$ cat src/hw/rtl/cpa_pkg.sv
// shared types, codes and sizes of the contiguous partition allocator
// no dependencies
package cpa_pkg;

  localparam int MAX_BLOCKS = 32;
  localparam int ADDR_BITS  = 16;
  localparam int IDX_W      = $clog2(MAX_BLOCKS);
  localparam int CNT_W      = $clog2(MAX_BLOCKS + 1);
  localparam int LEN_W      = ADDR_BITS + 1;
  localparam int OWNER_W    = 8;
  localparam int SIZE_W     = 17;
  localparam int CFG_W      = 17;

  localparam logic [1:0] OP_ALLOC   = 2'd0;
  localparam logic [1:0] OP_RELEASE = 2'd1;
  localparam logic [1:0] OP_COMPACT = 2'd2;
  localparam logic [1:0] OP_REINIT  = 2'd3;

  localparam logic [1:0] ST_OK      = 2'd0;
  localparam logic [1:0] ST_NOFIT   = 2'd1;
  localparam logic [1:0] ST_NOOWNER = 2'd2;
  localparam logic [1:0] ST_FULL    = 2'd3;

  localparam logic [1:0] FIT_BEST  = 2'd1;
  localparam logic [1:0] FIT_WORST = 2'd2;

  localparam logic CFG_TOTAL_SIZE = 1'b0;
  localparam logic CFG_FIT_MODE   = 1'b1;

  typedef struct packed {
    logic [ADDR_BITS-1:0] start_addr;
    logic [ADDR_BITS-1:0] end_addr;
    logic [OWNER_W-1:0]   owner;
  } entry_t;

  typedef enum logic [1:0] {
    CELL_HOLD,
    CELL_LOAD,
    CELL_FROM_LO,
    CELL_FROM_HI
  } cell_op_e;

  typedef struct packed {
    cell_op_e op;
    entry_t   data;
  } cell_ctl_t;

endpackage

$ cat src/hw/rtl/cpa_cell.sv
// one table entry of the block chain: holds, loads or takes a neighbor entry
// depends on cpa_pkg
module cpa_cell (
  input  logic               clk_i,
  input  logic               rst_ni,
  input  cpa_pkg::cell_ctl_t ctl_i,
  input  cpa_pkg::entry_t    lo_i,
  input  cpa_pkg::entry_t    hi_i,
  output cpa_pkg::entry_t    entry_o
);
  import cpa_pkg::*;

  entry_t entry_q, entry_d;

  always_comb begin
    case (ctl_i.op)
      CELL_LOAD:    entry_d = ctl_i.data;
      CELL_FROM_LO: entry_d = lo_i;
      CELL_FROM_HI: entry_d = hi_i;
      default:      entry_d = entry_q;
    endcase
  end

  // reset gives a free block spanning the full address range
  always_ff @(posedge clk_i or negedge rst_ni) begin
    if (!rst_ni) begin
      entry_q <= '{start_addr: '0, end_addr: '1, owner: '0};
    end else begin
      entry_q <= entry_d;
    end
  end

  assign entry_o = entry_q;
endmodule

$ cat config.mk
export PLATFORM = sky130hd
export DESIGN_NAME = cpa_cell
export DESIGN_NICKNAME = d
export VERILOG_FILES = /design/src/hw/rtl/cpa_pkg.sv /design/src/hw/rtl/cpa_cell.sv
export SDC_FILE = /design/constraint.sdc
export NUM_CORES = 1
export LEC_CHECK = 0
export BUFFER_PORTS_ARGS = -buffer_cell sky130_fd_sc_hd__buf_2
export CORE_UTILIZATION = 42
export DETAILED_ROUTE_END_ITERATION = 8
export PLACE_DENSITY = 0.81
export SETUP_SLACK_MARGIN = 0.02
export SLEW_MARGIN = 20
export SYNTH_ARGS = -nofsm -noshare
export SYNTH_HDL_FRONTEND = slang
export SYNTH_SLANG_ARGS = --single-unit
$ cat constraint.sdc
create_clock -name clk_i -period 2.1 [get_ports clk_i]
set_input_delay 0.525 -clock clk_i [delete_from_list [all_inputs] [get_ports clk_i]]
set_output_delay 0.525 -clock clk_i [all_outputs]
set_load 0.02 [all_outputs]
==> metrics.md <==
| Metric | Value |
|---|---|
| PortBufs | about 160 |
| Non-filler cells, final | 307 |
| Max-slew headroom | 67.0% |
| Slowest cell on crit path | dfstp_2 |
| Share of cells above drive strength 1 | between 90% and 100% |
| CP startpoint kind | flop |
| Gpl congestion | 0.770 |
| Post-synth EDFFs | 0 |
| Top cells by area, synth | mux4_2 44%, dfrtp_1 30%, dfstp_2 21% |
| Crit path arrival time | 0.99 ns |
| Hold Path Class | input pin to asynchronous set/reset pin |
| DRT iter0 DRCs | 49 |
| # hold bufs at CTS | 0 |
| WP data required | roughly 1.6 ns |
| Number of global-route vias before repair | around 1700 |
| Worst r2r src | entry_o[36]$_DFFE_PN0P_ |
| Critical Path Max Stage Delay | around 0.54 ns |
| Grt ovf | 0 |
| Synth Cell Area | ~2000 um^2 |
| Row cnt | 24 |
| Maximum clock rate | 0.659 GHz |
| Vias | 1629 |
| Type of the worst setup path | flop to output pin |
| VDD IR max | 0.318 mV |
| Worst Path Buf+Inv | 1 |
| DR WL/cell | approximately 17 um |
| Yosys reg bits | 40 |
| Clk buf depth | 2 |
| Status | finished clean |
| FF-to-FF path depth | 1 |
| Avg Vias per Cell | around 5.3 |
| DRT Pass-1 Iters | 6 |
| Clock root buffer | clkbuf_8 |
| Detailed Route WL | 5280 um |
| Mapped Cells | 89 |
| DRT antenna net count | 0 |
| P&R area growth vs syn | 44.5% |
| Register area share after synthesis | 50.2% |
| Synth top area share | between 40% and 50% |
| Count leader, synth | mux4_2 |
| Tot GR Track Use | between 20% and 30% |
| Post-CTS setup buffer count | 0 |
| Pin count of the biggest net entering global routing | 41 |
| Clock-pin slew on the worst setup and hold paths | ~0.08 ns |
| Cell variety after synth | 6 |
| Number of CTS-inserted buffers | 5 |
| Flip-flop count of the largest register after layout | 40 |
| Clock Sinks | 40 |
| PwrDens | slightly below 700 nW/um^2 |
| Final Hold Vio Count | 0 |
| Crit Path Max Fanout | 2 |
| H-tree depth | 2 |
| Post-Syn Nets | roughly 210 |
| Ys Warns | 0 |
| Core footprint | roughly 4500 um^2 |
| Setup ws final | around 0.58 ns |
| # diodes | 0 |
| Yosys top cell by area | mux4_2 |
| Max Slew Vio Count | 0 |
| Initial core utilization | 45.1% |
| Most frequent cells after synthesis | 40 x mux4_2, 24 x dfrtp_1, 16 x dfstp_2 |
| Wire length of the first global-routing pass | roughly 8000 um |
| Num ports | about 160 |
| Initial antenna violation count | 0 |
| Setup TNS | 0 ns |
| Crit share post-route | roughly 72% |
| Least-Margin Pin Slew | about 0.49 ns |
| FFs w/ async S/R, synth | 100% |
| Post-synth top flop | dfrtp_1 |
| DP Cell Count | about 300 |
| CTS resizes | 0 |
| RSZ-0062 raised after global routing | no |
| Die X | just over 70 um |
| DRC | 0 |
| Layout net count | 378 |
| CTS tree | done |
| Pre-CTS setup slack | around 0.46 ns |
| Die area | a little over 5000 um^2 |
| Avg Inst Size Synth | about 23 um^2 |
| Lkg Pwr | approximately 1.4 nW |
| Chip Height | about 72 um |
| R2R Path End | entry_o[36]$_DFFE_PN0P_ |
| Max-Cap Viols | 0 |
| CP Cell Sequence | buf_2 |
| Crit end category | output pin |
| Reg-to-reg slack, setup | roughly 1.1 ns |
| Layout Skew | 0 ns |
| Min Tclk post-route | between 1.5 and 2 ns |
| Final setup vio count | 0 |
| Delay-heaviest family, CP | flip-flops |
| Clock latency at the later pin of the worst-skew pair | just under 0.3 ns |
| Dpl hpwl | 4290 um |
-- routing by layer --
metal | wire length, um | GRT usage [%] | part of all wire (%)
met1 | 1780 | 23.0 | 34
met2 | 2950 | 40.3 | 56
met3 | 454 | 4.50 | 8.6
met4 | 93 | 9.37 | 1.8
met5 | 0 | 0 | 0
-- cells by family after synthesis --
family | after synthesis | share of synthesized area [%]
buffers and inverters | 9 | 5.48
flip-flops | 40 | 50.2
multiplexers | 40 | 44.3
-- worst max path at each step --
| stage | startpoint | slack [ns] | end | cells past startpoint |
|---|---|---|---|---|
| 2_1_floorplan | ctl_i[40] | 0.70 | entry_o[0]$_DFFE_PN0P_ | 3 |
| 3_3_place_gp | ctl_i[40] | 0.49 | entry_o[3]$_DFFE_PN0P_ | 3 |
| 3_5_place_dp | ctl_i[40] | 0.46 | entry_o[7]$_DFFE_PN0P_ | 3 |
| 4_1_cts | entry_o[20]$_DFFE_PN1P_ | 0.57 | entry_o[20] | 1 |
| 5_1_grt | entry_o[20]$_DFFE_PN1P_ | 0.55 | entry_o[20] | 1 |
| 6_report | entry_o[20]$_DFFE_PN1P_ | 0.58 | entry_o[20] | 1 |
-- cell usage in the layout, fill, tap and decap left out --
cell type / synthesis / final
clkinv_2: 0 / 2
buf_12: 4 / 1
buf_2: 4 / 163
mux4_2: 40 / 40
dfrtp_1: 24 / 24
dfstp_2: 16 / 16
clkbuf_8: 0 / 6
buf_4: 0 / 3
-- where the power goes --
group | switching [W] | total [W] | internal (W) | leakage [nW]
clock | 0.000252 | 0.000514 | 0.000262 | 0.0510
sequential | 0.0000463 | 0.000934 | 0.000888 | 0.448
combinational | 0.000261 | 0.000551 | 0.000291 | 0.920
-- layout make-up --
class                      instances  area [um^2]
fill                             344         1570
sequential                        40         1020
multi-input combinational         40          901
timing repair buffer             167          858
clock buffer                       6         82.6
tap                               52         65.1
clock inverter                     2         10.0
-- through the flow --
| stage | total power, W | hold slack (ns) | utilization [%] | area, um^2 |
|---|---|---|---|---|
| floorplan | 0.00127 | 0.229 | - | 2030 |
| global placement | 0.00148 | 0.572 | 63.2 | 2850 |
| detailed placement | 0.00151 | 0.575 | 63.2 | 2850 |
| CTS | 0.00203 | 0.299 | 65.2 | 2940 |
| global route | 0.00210 | 0.327 | 65.2 | 2940 |
| finish | 0.00200 | 0.284 | 65.2 | 2940 |
Note: power is estimated with default switching activity, not from simulation.
